<file path="src/sv/its_pkg.sv">
// ----------------------------------------------------------------------------
// its_pkg: shared types and constants of the interpolated target sampler
// Operation, status and register codes, datapath widths, the sequencer state
// type and the request/response structs of the shared divider.
// ----------------------------------------------------------------------------
package its_pkg;

  // Operation codes of an input transaction.
  localparam logic [1:0] OP_LOAD_RATE   = 2'd0;
  localparam logic [1:0] OP_LOAD_DOMAIN = 2'd1;
  localparam logic [1:0] OP_QUERY       = 2'd2;

  // Result status codes.
  localparam logic [1:0] STATUS_OK          = 2'd0;
  localparam logic [1:0] STATUS_BAD_SECTION = 2'd1;
  localparam logic [1:0] STATUS_BAD_INDEX   = 2'd2;

  // Configuration register indexes.
  localparam logic [1:0] CFG_RATE_MODE   = 2'd0;
  localparam logic [1:0] CFG_GRID_MIN    = 2'd1;
  localparam logic [1:0] CFG_GRID_STEP   = 2'd2;
  localparam logic [1:0] CFG_NODES_USED  = 2'd3;

  // Rate mode that selects the strict grid with per-target domain mask.
  localparam logic [1:0] MODE_STRICT = 2'd3;

  // Datapath widths, sized for up to sixteen targets.
  localparam int RATE_W = 32;   // one partial rate, Q16.16
  localparam int E_W    = 24;   // energy, Q16.8
  localparam int U_W    = 16;   // uniform fraction, Q0.16
  localparam int P_W    = 17;   // probability or alpha, Q0.16 up to 1.0
  localparam int WT_W   = 33;   // per-target weight
  localparam int SUM_W  = 37;   // sums of rates or weights
  localparam int MA_W   = 17;   // multiplier operand A
  localparam int MB_W   = 37;   // multiplier operand B
  localparam int MP_W   = 54;   // multiplier product
  localparam int ACC_W  = 53;   // total rate accumulator, Q21.32
  localparam int DVD_W  = 53;   // divider dividend
  localparam int DVS_W  = 37;   // divider divisor
  localparam int QUO_W  = 24;   // divider quotient
  localparam int QCNT_W = 5;    // divider quotient bit count

  localparam logic [P_W-1:0]    ONE16  = 17'h10000;
  localparam logic [QCNT_W-1:0] QB_IDX = 5'd24;
  localparam logic [QCNT_W-1:0] QB_FRC = 5'd17;

  typedef enum logic [4:0] {
    ST_IDLE,
    ST_EMAX,
    ST_RANGE,
    ST_DIV_I0,
    ST_FRAC,
    ST_FRAC_W,
    ST_DIV_A,
    ST_M3_RD0,
    ST_M3_RD1,
    ST_M3_MUL1,
    ST_M3_ACC,
    ST_M1_SRD,
    ST_M1_SACC,
    ST_M1_TMUL,
    ST_M1_TACC,
    ST_M1_PRD,
    ST_M1_PCUM,
    ST_M1_PDIV,
    ST_M1_WMUL,
    ST_M1_WACC,
    ST_SRCH_MUL,
    ST_SRCH_UW,
    ST_SRCH,
    ST_PROB,
    ST_PDIV,
    ST_DONE
  } st_t;

  typedef struct packed {
    logic              start;
    logic [QCNT_W-1:0] qbits;
    logic [DVD_W-1:0]  dividend;
    logic [DVS_W-1:0]  divisor;
  } div_req_t;

  typedef struct packed {
    logic             done;
    logic [QUO_W-1:0] quotient;
  } div_rsp_t;

endpackage

</file>
<file path="src/sv/its_div.sv">
// ----------------------------------------------------------------------------
// its_div: shared restoring divider
// Produces a quotient of qbits bits, one bit per cycle. The caller guarantees
// that the quotient fits, so the remainder starts from dividend >> qbits.
// ----------------------------------------------------------------------------
module its_div (
  input  logic               clk,
  input  logic               rst_n,
  input  its_pkg::div_req_t  req,
  output its_pkg::div_rsp_t  rsp
);

  logic                        run_r;
  logic                        done_r;
  logic [its_pkg::QCNT_W-1:0]  cnt_r;
  logic [its_pkg::DVS_W-1:0]   rem_r;
  logic [its_pkg::DVS_W-1:0]   dvs_r;
  logic [its_pkg::QUO_W-1:0]   lo_r;
  logic [its_pkg::QUO_W-1:0]   q_r;
  logic [its_pkg::DVS_W:0]     trial;
  logic [its_pkg::DVS_W:0]     diff;
  logic                        ge;

  assign trial = {rem_r, lo_r[its_pkg::QUO_W-1]};
  assign ge    = trial >= {1'b0, dvs_r};
  assign diff  = trial - {1'b0, dvs_r};

  always_ff @(posedge clk) begin
    if (!rst_n) begin
      run_r  <= 1'b0;
      done_r <= 1'b0;
      cnt_r  <= '0;
    end else begin
      done_r <= 1'b0;
      if (req.start) begin
        run_r <= 1'b1;
        cnt_r <= req.qbits - 1'b1;
      end else if (run_r) begin
        if (cnt_r == '0) begin
          run_r  <= 1'b0;
          done_r <= 1'b1;
        end else begin
          cnt_r <= cnt_r - 1'b1;
        end
      end
    end
  end

  always_ff @(posedge clk) begin
    if (req.start) begin
      rem_r <= its_pkg::DVS_W'(req.dividend >> req.qbits);
      lo_r  <= its_pkg::QUO_W'(req.dividend << (its_pkg::QCNT_W'(its_pkg::QUO_W) - req.qbits));
      dvs_r <= req.divisor;
      q_r   <= '0;
    end else if (run_r) begin
      rem_r <= ge ? diff[its_pkg::DVS_W-1:0] : trial[its_pkg::DVS_W-1:0];
      lo_r  <= {lo_r[its_pkg::QUO_W-2:0], 1'b0};
      q_r   <= {q_r[its_pkg::QUO_W-2:0], ge};
    end
  end

  assign rsp.done     = done_r;
  assign rsp.quotient = q_r;

endmodule

</file>
<file path="config.mk">
export PLATFORM = sky130hd
export DESIGN_NAME = its_div
export DESIGN_NICKNAME = d
export VERILOG_FILES = /design/src/sv/its_pkg.sv /design/src/sv/its_div.sv
export SDC_FILE = /design/constraint.sdc
export NUM_CORES = 1
export LEC_CHECK = 0
export ABC_AREA = 1
export BUFFER_PORTS_ARGS = -buffer_cell sky130_fd_sc_hd__buf_4
export CORE_UTILIZATION = 60
export DETAILED_ROUTE_END_ITERATION = 6
export PLACE_DENSITY_LB_ADDON = 0.08
export SYNTH_ARGS = -nofsm -noshare
export SYNTH_HDL_FRONTEND = slang
export SYNTH_SLANG_ARGS = --single-unit
</file>
<file path="constraint.sdc">
create_clock -name clk -period 6.2 [get_ports clk]
set_input_delay 0.62 -clock clk [delete_from_list [all_inputs] [get_ports clk]]
set_output_delay 0.62 -clock clk [all_outputs]
set_load 0.03 [all_outputs]
</file>
==> impl_results.md, run 1 <==
- Max cap viols: 0
- Critical Path End Type: flop
- Crit Path Class: flop to flop
- Sink count of the clock tree: 129
- Synth Instances: ~1800
- Clock Skew: 13.96 ps
- Syn_area_per_cell: between 6 and 7 sq um
- Post-Syn Nets: just under 2000
- Final HPWL DP: 27870 um
- Status: finished, final reports clean
- Total gr overflow: 0
- CTS Buffer Depth: 2
- Cts repair resizes: 0
- Post-layout power: just over 0.004 W
- DR pass1 iterations: 5
- DRC Markers: 0
- Worst Setup Start Kind: flop
- Pre-CTS WS: around 2500 ps
- Yosys reg bits: ~130
- TritonCTS buffer count: 17
- Relative slew margins: ~28%
- Share of layout cells above drive strength 1: about a tenth
- HP Class: primary input to flop
- Fin. max-slew vios: 0
- # rows: 51
- RSZ-0062 raised after global routing: false
- Final core occ: 68.50%
- Starting DRT DRC Count: 1352
- Chip Width: 142.6 um
- Via density per instance: 5.778
- Final min period: between 3000 and 4000 ps
- Chip height: approximately 140 um
- Final worst slack: 2468 ps
- Initial antenna violation count: 0
- Via Count: around 13000
- # diodes: 0
- Final GP Congestion: ~1
- Die area: between 20000 and 25000 sq um
- TNS Setup: 0 ps
- Area grow syn2layout: 12.00%
- TritonCTS clock tree: yes
- Final WL: approximately 37000 um
- Fin. Hold Viols: 0
- EDFF count, synth: slightly below 100
- Post-synth top area share: 24.80%
- Worst-margin pin slew: 1078 ps
- Critical path peak fanout: 38
- Average wire per standard cell: ~17 um
- Max VDD drop: slightly below 0.0002 V
- Initial Util: around three fifths
- Clock slew at reported path FFs: roughly 60 ps
- CP Data Required Time: roughly 6500 ps
- Largest net degree at the start of global routing: 86
- Vias in the first global route: ~12000
- H-tree depth: 4
- Lkg Pwr: between 6 and 7 nW
- Net count of the finished layout: roughly 2000
- Synth Flop Type: edfxtp_1
- CTS Hold Bufs: 0
- GRT Total Usage: a little under two fifths
- Post-synth top area cell: edfxtp_1
- Final setup viols: 0
- First-pass GRT wire length: 58790 um
- Clock Latency Late Sink: between 400 and 500 ps
- Seq/Total Area, Yosys: around 30%
- PortBufs: between 100 and 150
- I/O Pins: 123
- Distinct cells, synth: 45
- Synth top area cells: edfxtp_1, nand2_1, inv_1, nand3_1, o21ai_0
- Core footprint: 19400 sq um
- Final period utilization: about three fifths
- Post-synth ARST share: 0%
- CTS Root Cell: clkbuf_16
- Power per cell area: 310.9 nW/um^2
- Max Freq: 268.0 MHz
- Final hold slack: between 300 and 400 ps
- Synth Warn #: 0
- Post-CTS Setup Bufs: 0
- Synthesized area: 11870 sq um
- Worst path arrival time: approximately 4000 ps
- Post-route ant nets: 0
## state kept, by name, indices dropped and copies added (netlist names)
signal and cells:
lo_r 24, rem_r 37, done_r 1, dvs_r 37, cnt_r 5, run_r 1, q_r 24
## synthesized netlist by cell type (2+ instances only)
master,n
nor3_2,2
o21ai_0,131
inv_1,238
dfxtp_1,31
o21bai_1,4
a21oi_1,51
nand3_1,165
nor2_1,103
o22ai_1,25
ha_1,39
nand2_1,617
or2_1,8
a22oi_1,4
a31oi_1,3
and2_1,6
clkinv_1,2
mux2i_1,21
clkbuf_1,33
a21oi_2,2
o21a_1,2
buf_1,4
or2_2,15
inv_2,7
o211ai_1,50
o21ai_1,21
a21boi_0,6
buf_6,12
nand2_2,8
xnor2_1,18
buf_2,32
buf_4,8
nand3b_1,42
edfxtp_1,98
xor2_1,3
nor3_1,12
nand4_1,3
## cell families (layout without fill, tap and decap cells)
family                   after synthesis  after routing  share of synthesized area (%)
buffers and inverters                336            410                          11.98
adder cells (fa/ha/maj)               40             40                          4.281
AO/OA/AOI/OAI                        303            303                          14.65
AND/OR/NAND/NOR                      982            982                          35.23
flip-flops                           129            129                          30.03
multiplexers                          21             21                          1.772
XOR/XNOR                              24             24                          2.056
## critical path: stages (launching register included)
cell and delay [ps]:
edfxtp_1 360, inv_1 80, ha_1 130, inv_1 70, fa_1 420, nand2_2 100, nand2_1 80, nand3_1 80
nand2_1 90, nand2_1 90, nand2_2 90, nand2_1 100, nand2_2 70, nand2_2 580, nand2_2 720, nand2_1 300
nand3_1 120, nand2_1 80
## routing by layer
metal	vias to the layer above	GRT usage, %	routed length [um]
li1	6111	-	-
met1	5644	45.71	14870
met2	670	62.90	17540
met3	136	6.137	2953
met4	0	18.68	1883
met5	-	0	0
## path summary, 6_finish.rpt
| kind | cells past startpoint | startpoint | end | slack (ps) |
|---|---|---|---|---|
| setup / recovery | 17 | lo_r[23] | rem_r[30] | 2470 |
| hold / removal | 1 | req[22] | dvs_r[22] | 370 |
| setup reg to reg | 17 | lo_r[23] | rem_r[30] | 2470 |
| hold reg to reg | 2 | q_r[23] | q_r[23] | 480 |
## layout make-up
cell class	count	area, sq um
multi-input cells	1370	6883
fillers	1777	6110
flip-flops and latches	129	3563
repair buffers	131	983.4
inverters	247	927.1
clock buffers	24	503.0
well taps	265	331.6
clock inverters	8	97.59
## power by group
part	internal [W]	switching (W)	total (W)
Sequential	0.00111	0.0000800	0.00119
Clock	0.000649	0.000394	0.00104
Combinational	0.000648	0.00125	0.00190
Total	0.00241	0.00172	0.00413
## layout by cell type (no fill, tap or decap), types with 31 or more instances in the layout
cell      instances
edfxtp_1         98
ha_1             39
inv_1           236
nand3_1         165
o21ai_0         131
o211ai_1         50
nor2_1          103
nand3b_1         42
dfxtp_1          31
nand2_1         617
buf_4           131
a21oi_1          51
## stage by stage
step,area [sq um],instances
2_1_floorplan,11870,1835
3_3_place_gp,12690,2142
3_5_place_dp,12690,2142
4_1_cts,13290,2174
5_1_grt,13290,2174
6_report,13290,2174
(Power assumes the default switching activity.)
==> run 2, diff against run 1 <==
clock period = 3.58 ns   (was 6.2 ns; I/O delays follow)
==> run 2 against run 1 <==
  * Combinational power rose by 74%
  * Fmax rose by 20%
  * Sequential power rose by 75%
  * Count of clock-buffer cells in the layout fell by 7
  * Power rose by 73%
  * Clock skew rose by 3.0 ps
  * Cell area rose by 0.89%
==> impl_results.md, run 2 (synthesis gave the netlist of run 1 again) <==
- CP Data Required Time: 3750 ps (-2740 ps)
- Total gr overflow: 0 (unchanged)
- Via Count: 12420 (-1.1%)
- Critical path peak fanout: 21 (-45%)
- Cell count along the critical path: 17 (unchanged)
- DR pass1 iterations: 6 (+1)
- Final HPWL DP: 27760 um (-0.41%)
- DRC Markers: 0 (unchanged)
- Worst Setup Start Kind: flop
- Fillers: 1729 (-2.7%)
- Initial antenna violation count: 0 (unchanged)
- Final core occ: 69.12% (+0.61 points)
- H-tree depth: 4 (unchanged)
- Most used cells in the layout excluding fill and tap cells: nand2_1, inv_1, nand3_1
- Final GP Congestion: 0.9727 (-2.5%)
- Largest net degree at the start of global routing: 66 (-23%)
- Commonest non-fill, non-tap cell in the layout: nand2_1
- Max Freq: 322.2 MHz (+20%)
- Crit Path Class: flop to flop
- Post-route ant nets: 0 (unchanged)
- # diodes: 0 (unchanged)
- Average wire per standard cell: 16.62 um (-3.0%)
- Net count of the finished layout: 2045 (+0.54%)
- Area grow syn2layout: 13.00%
- Power per cell area: 531.8 nW/um^2 (+71%)
- Share of total power in the clock network: 24.4% (-0.8 points)
- TritonCTS clock tree: yes
- Final min period: 3104 ps (-627.9 ps)
- Final period utilization: 86.71% (+27 points)
- Fin. Hold Viols: 0 (unchanged)
- Internal power of the cells: 0.004005 W (+66%)
- Starting DRT DRC Count: 1424 (+5.3%)
- Worst Hold Launch: req[28]
- Buf/Inv on CP: 3 (+1)
- Worst hold stages: 1 (unchanged)
- Reg power frac: 29.2% (+0.4 points)
- Final setup viols: 0 (unchanged)
- GRT Total Usage: 36.26% (-0.92 points)
- # rows: 51 (unchanged)
- TNS Setup: 0 ps (unchanged)
- Initial Util: 61.16% (unchanged)
- Crit-path slowest cell: fa_1
- Top Registers: dvs_r: 37 flops, rem_r: 37 flops
- Die area: 20340 sq um (unchanged)
- Clock slew at reported path FFs: 80 ps (+20 ps)
- Worst-path cell chain: inv_1, ha_1, inv_1, fa_1, nand2_2, nand2_1, nand3_1, nand2_1, nand2_1, nand2_2, nand2_1, nand2_2, nand2_2, buf_4, nand3b_1, nand3_1, nand2_1
- Cts repair resizes: 0 (unchanged)
- Clock Latency Late Sink: 430 ps (about the same)
- Fin. max-slew vios: 0 (unchanged)
- Max VDD drop: 0.0003536 V (+78%)
- Worst-margin pin slew: 797.7 ps (-280.2 ps)
- Reg2reg start: lo_r[23]
- Clock Skew: 17.00 ps (+3.045 ps)
- CP most frequent cell: nand2_1
- Chip Width: 142.6 um (unchanged)
- Sw Share: 43.82% (+2.1 points)
- Post-CTS Setup Bufs: 0 (unchanged)
- HP Class: primary input to flop
- RSZ-0062 raised after global routing: false
- CTS Hold Bufs: 0 (unchanged)
- Reg2Reg Depth: 17 (unchanged)
- Critical Path Max Stage Delay: 410 ps (-310 ps)
- CTS Buffer Depth: 2 (unchanged)
- Final instance area: 13410 sq um (+0.89%)
- Relative slew margins: 46.69% (+19 points)
- TritonCTS buffer count: 17 (unchanged)
- Core footprint: 19400 sq um (unchanged)
- I/O Pins: 123 (unchanged)
- PortBufs: 122 (unchanged)
- Final WL: 36320 um (-2.5%)
- Via density per instance: 5.685 (-1.6%)
- Comb power frac: 46.4% (+0.4 points)
- Vias in the first global route: 11200 (-4.7%)
- Sink count of the clock tree: 129 (unchanged)
- Chip height: 142.6 um (unchanged)
- Lkg Pwr: 6.519 nW (+0.97%)
- Status: finished, final reports clean
- Max cap viols: 0 (unchanged)
- NetSw: 0.003124 W (+81%)
- CTS Root Cell: clkbuf_16
- Critical Path End Type: flop
- Family with the most delay on the worst path: simple AND/OR/NAND/NOR gates
- Share of layout cells above drive strength 1: 11.04% (+0.67 points)
- Placed cell areas: 12820 sq um (+1.0%)
- Worst path arrival time: 3280 ps (-740 ps)
- Crit. Startpoint: lo_r[23]
- First-pass GRT wire length: 56590 um (-3.7%)
[run 2: cell count changes in the layout (fill, tap and decap cells not counted), sizes merged]
cell / previous run / this run
clkbuf: 24 / 17
inv: 247 / 254
bufinv: 2 / 0
clkinv: 6 / 8
buf: 131 / 142
[run 2: path summary, 6_finish.rpt]
check / to / slack [ps]
worst max-delay path: rem_r[8] / 480
worst min-delay path: dvs_r[28] / 100
worst max register to register: rem_r[8] / 480
worst min register to register: q_r[23] / 480
[run 2: power by group through the flow]
| stage | sequential (W) | clock [W] | combinational [W] |
|---|---|---|---|
| floorplan | 0.00202 | 0 | 0.00244 |
| global placement | 0.00209 | 0 | 0.00316 |
| detailed placement | 0.00210 | 0 | 0.00320 |
| CTS | 0.00207 | 0.00176 | 0.00325 |
| global route | 0.00209 | 0.00181 | 0.00368 |
| finish | 0.00208 | 0.00174 | 0.00331 |
[run 2: final cells by class]
class / count / area [sq um] / share of cell area (%)
timing repair buffer: 142 / 1116 / 8.324
inverter: 247 / 927.1 / 6.915
multi-input combinational: 1370 / 6883 / 51.33
sequential: 129 / 3563 / 26.58
tap: 265 / 331.6 / 2.473
clock buffer: 17 / 425.4 / 3.173
clock inverter: 15 / 161.4 / 1.204
[run 2: per-layer routing]
| metal | global-route usage (%) | routed length, um | vias to the layer above |
|---|---|---|---|
| li1 | - | - | 6146 |
| met1 | 46.16 | 14740 | 5571 |
| met2 | 60.14 | 17150 | 595 |
| met3 | 5.835 | 2834 | 110 |
| met4 | 16.98 | 1596 | 0 |
| met5 | 0 | 0 | - |
[run 2: stage by stage]
step	instances	total power, W	hold WS (ps)	worst slack [ps]
finish	2185	0.007130	98.48	475.9
global route	2185	0.007584	81.47	288.2
CTS	2185	0.007075	86.70	499.6
detailed placement	2153	0.005297	470.2	560.0
global placement	2153	0.005252	454.8	611.3
floorplan	1835	0.004459	456.9	592.3
==> run 3, diff against run 2 <==
--- a/config.mk
+++ b/config.mk
@@ -9,2 +9,3 @@
 export BUFFER_PORTS_ARGS = -buffer_cell sky130_fd_sc_hd__buf_4
+export CORE_MARGIN = 3
 export CORE_UTILIZATION = 60
==> constraint.sdc (replaced) <==
create_clock -name clk -period 3.58 [get_ports clk]
set_input_delay 1.074 -clock clk [delete_from_list [all_inputs] [get_ports clk]]
set_output_delay 1.074 -clock clk [all_outputs]
set_load 0.03 [all_outputs]
==> run 3 against run 2 <==
  * Via count grew 2.3%
  * Clock power is essentially flat
  * Worst hold slack gained 380 ps
  * Critical endpoint is now rem_r[7]
  * Sequential power is essentially flat
  * Largest cell class unchanged
  * Combinational power grew 1%
==> impl_results.md, run 3 (synthesis gave the netlist of run 1 again) <==
- Sink count of the clock tree: 129 (unchanged)
- Max cap viols: 0 (unchanged)
- Via density per instance: 5.803 (+2.1%)
- Vias in the first global route: 12100 (+8.1%)
- Worst-path cell chain: inv_1, ha_1, inv_1, fa_1, nand2_2, nand2_1, nand3_1, nand2_1, nand2_1, nand2_2, nand2_1, nand2_2, nand2_2, nand2_2, buf_4, nand2_1, nand3_1, nand2_1
- Max VDD drop: 0.0002922 V (-17%)
- Chip Width: 146.6 um (+2.8%)
- CTS Root Cell: clkbuf_16
- Most used cells in the layout excluding fill and tap cells: nand2_1, inv_1, nand3_1
- Cts repair resizes: 0 (unchanged)
- Final GP Congestion: 1.034 (+6.3%)
- Net count of the finished layout: 2055 (+0.49%)
- Initial antenna violation count: 0 (unchanged)
- Final instance area: 13470 sq um (+0.43%)
- Fin. Hold Viols: 0 (unchanged)
- Lkg Pwr: 6.549 nW (+0.46%)
- CP most frequent cell: nand2_1
- Critical path peak fanout: 18 (-14%)
- CTS Hold Bufs: 0 (unchanged)
- Fillers: 1644 (-4.9%)
- Die area: 21500 sq um (+5.7%)
- Starting DRT DRC Count: 1379 (-3.2%)
- Buf/Inv on CP: 3 (unchanged)
- TritonCTS buffer count: 17 (unchanged)
- Final period utilization: 85.27% (-1.4 points)
- Commonest non-fill, non-tap cell in the layout: nand2_1
- Crit Path Class: flop to flop
- Via Count: 12710 (+2.3%)
- Global routing usage on met1: 45.01% (-1.2 points)
- Layer carrying the most global-route usage: met2
- Register area: 3563 sq um (unchanged)
- CP Data Required Time: 3880 ps (+130 ps)
- Worst Setup Start Kind: flop
- Clock slew at reported path FFs: 80 ps (about the same)
- Largest net degree at the start of global routing: 66 (unchanged)
- RSZ-0062 raised after global routing: false
- Status: finished, final reports clean
- Power per cell area: 531.2 nW/um^2 (-0.11%)
- Fin. max-slew vios: 0 (unchanged)
- TritonCTS clock tree: yes
- Clock Skew: 23.88 ps (+6.881 ps)
- Crit-path slowest cell: edfxtp_1
- Family with the most delay on the worst path: simple AND/OR/NAND/NOR gates
- Final HPWL DP: 29840 um (+7.5%)
- Core footprint: 19080 sq um (-1.6%)
- Worst hold stages: 2 (+1)
- HP Class: flop to flop
- CTS Buffer Depth: 2 (unchanged)
- Cell count along the critical path: 18 (+1)
- Critical Path Max Stage Delay: 430 ps (+20 ps)
- Area grow syn2layout: 13.49%
- Placed cell areas: 12880 sq um (+0.44%)
- # rows: 50 (-2.0%)
- Worst-margin pin slew: 603.6 ps (-194.0 ps)
- Final WL: 38940 um (+7.2%)
- First-pass GRT wire length: 62280 um (+10%)
- Final min period: 3053 ps (-51.41 ps)
- Final setup viols: 0 (unchanged)
- DR pass1 iterations: 7 (+1)
- Chip height: 146.6 um (+2.8%)
- Initial Util: 62.18% (+1.0 points)
- Total gr overflow: 0 (unchanged)
- PortBufs: 122 (unchanged)
- Reg2Reg Depth: 18 (+1)
- DRC Markers: 0 (unchanged)
- Met2 Use GR: 61.83% (+1.7 points)
- Clock Latency Late Sink: 440 ps (about the same)
- Relative slew margins: 59.71% (+13 points)
- Worst path arrival time: 3360 ps (+80 ps)
- Area occupied by multi-input gates: 6883 sq um (unchanged)
- Met3 usage: 5.214% (-0.62 points)
- TNS Setup: 0 ps (unchanged)
- GRT Total Usage: 35.81% (-0.44 points)
- I/O Pins: 123 (unchanged)
- Top Registers: dvs_r: 37 flops, rem_r: 37 flops
- Post-CTS Setup Bufs: 0 (unchanged)
- Max Freq: 327.6 MHz (+1.7%)
- Post-route ant nets: 0 (unchanged)
- # diodes: 0 (unchanged)
- H-tree depth: 4 (unchanged)
- Critical Path End Type: flop
- Average wire per standard cell: 17.78 um (+7.0%)
- Share of layout cells above drive strength 1: 11.50% (+0.46 points)
[run 3: path summary, 6_finish.rpt]
path	startpoint	to	slack (ps)
max	lo_r[23]	rem_r[7]	530
min	q_r[23]	q_r[23]	470
max reg2reg	lo_r[23]	rem_r[7]	530
min reg2reg	q_r[23]	q_r[23]	470
[run 3: worst reg2reg max path, cell delays in order, from the launching register on]
cell,delay [ps]
edfxtp_1,430
inv_1,120
ha_1,150
inv_1,90
fa_1,410
nand2_2,100
nand2_1,80
nand3_1,80
nand2_1,110
nand2_1,110
nand2_2,90
nand2_1,120
nand2_2,80
nand2_2,100
nand2_2,170
buf_4,270
nand2_1,90
nand3_1,180
nand2_1,140
[run 3: final cells by class]
| class | count | share of cell area, % |
|---|---|---|
| Multi-Input combinational cell | 1370 | 51.12 |
| Timing Repair Buffer | 152 | 8.753 |
| Inverter | 247 | 6.885 |
| Sequential cell | 129 | 26.46 |
| Tap cell | 260 | 2.416 |
| Clock inverter | 15 | 1.208 |
| Clock buffer | 17 | 3.159 |
[run 3: where the power goes]
part           internal (W)  leakage (nW)  switching (W)
combinational       0.00116          5.03        0.00219
clock              0.000933         0.279       0.000800
sequential          0.00192          1.24       0.000154
total               0.00401          6.55        0.00314
[run 3: metrics by stage]
step / util [%] / hold slack, ps / cells / total power (W) / worst slack [ps]
floorplan: - / 459.3 / 1835 / 0.004457 / 326.8
global placement: 67.49 / 454.6 / 2158 / 0.005247 / 300.7
detailed placement: 67.49 / 464.9 / 2158 / 0.005324 / 270.5
CTS: 70.57 / 475.8 / 2190 / 0.007080 / 570.0
global route: 70.57 / 512.0 / 2190 / 0.007616 / 310.8
finish: 70.57 / 473.9 / 2190 / 0.007152 / 527.4
[run 3: metal layers]
layer,up-vias,part of all wire (%)
met4,0,4.3
met3,115,7.9
li1,6164,-
met1,5757,39
met5,-,0
met2,673,49
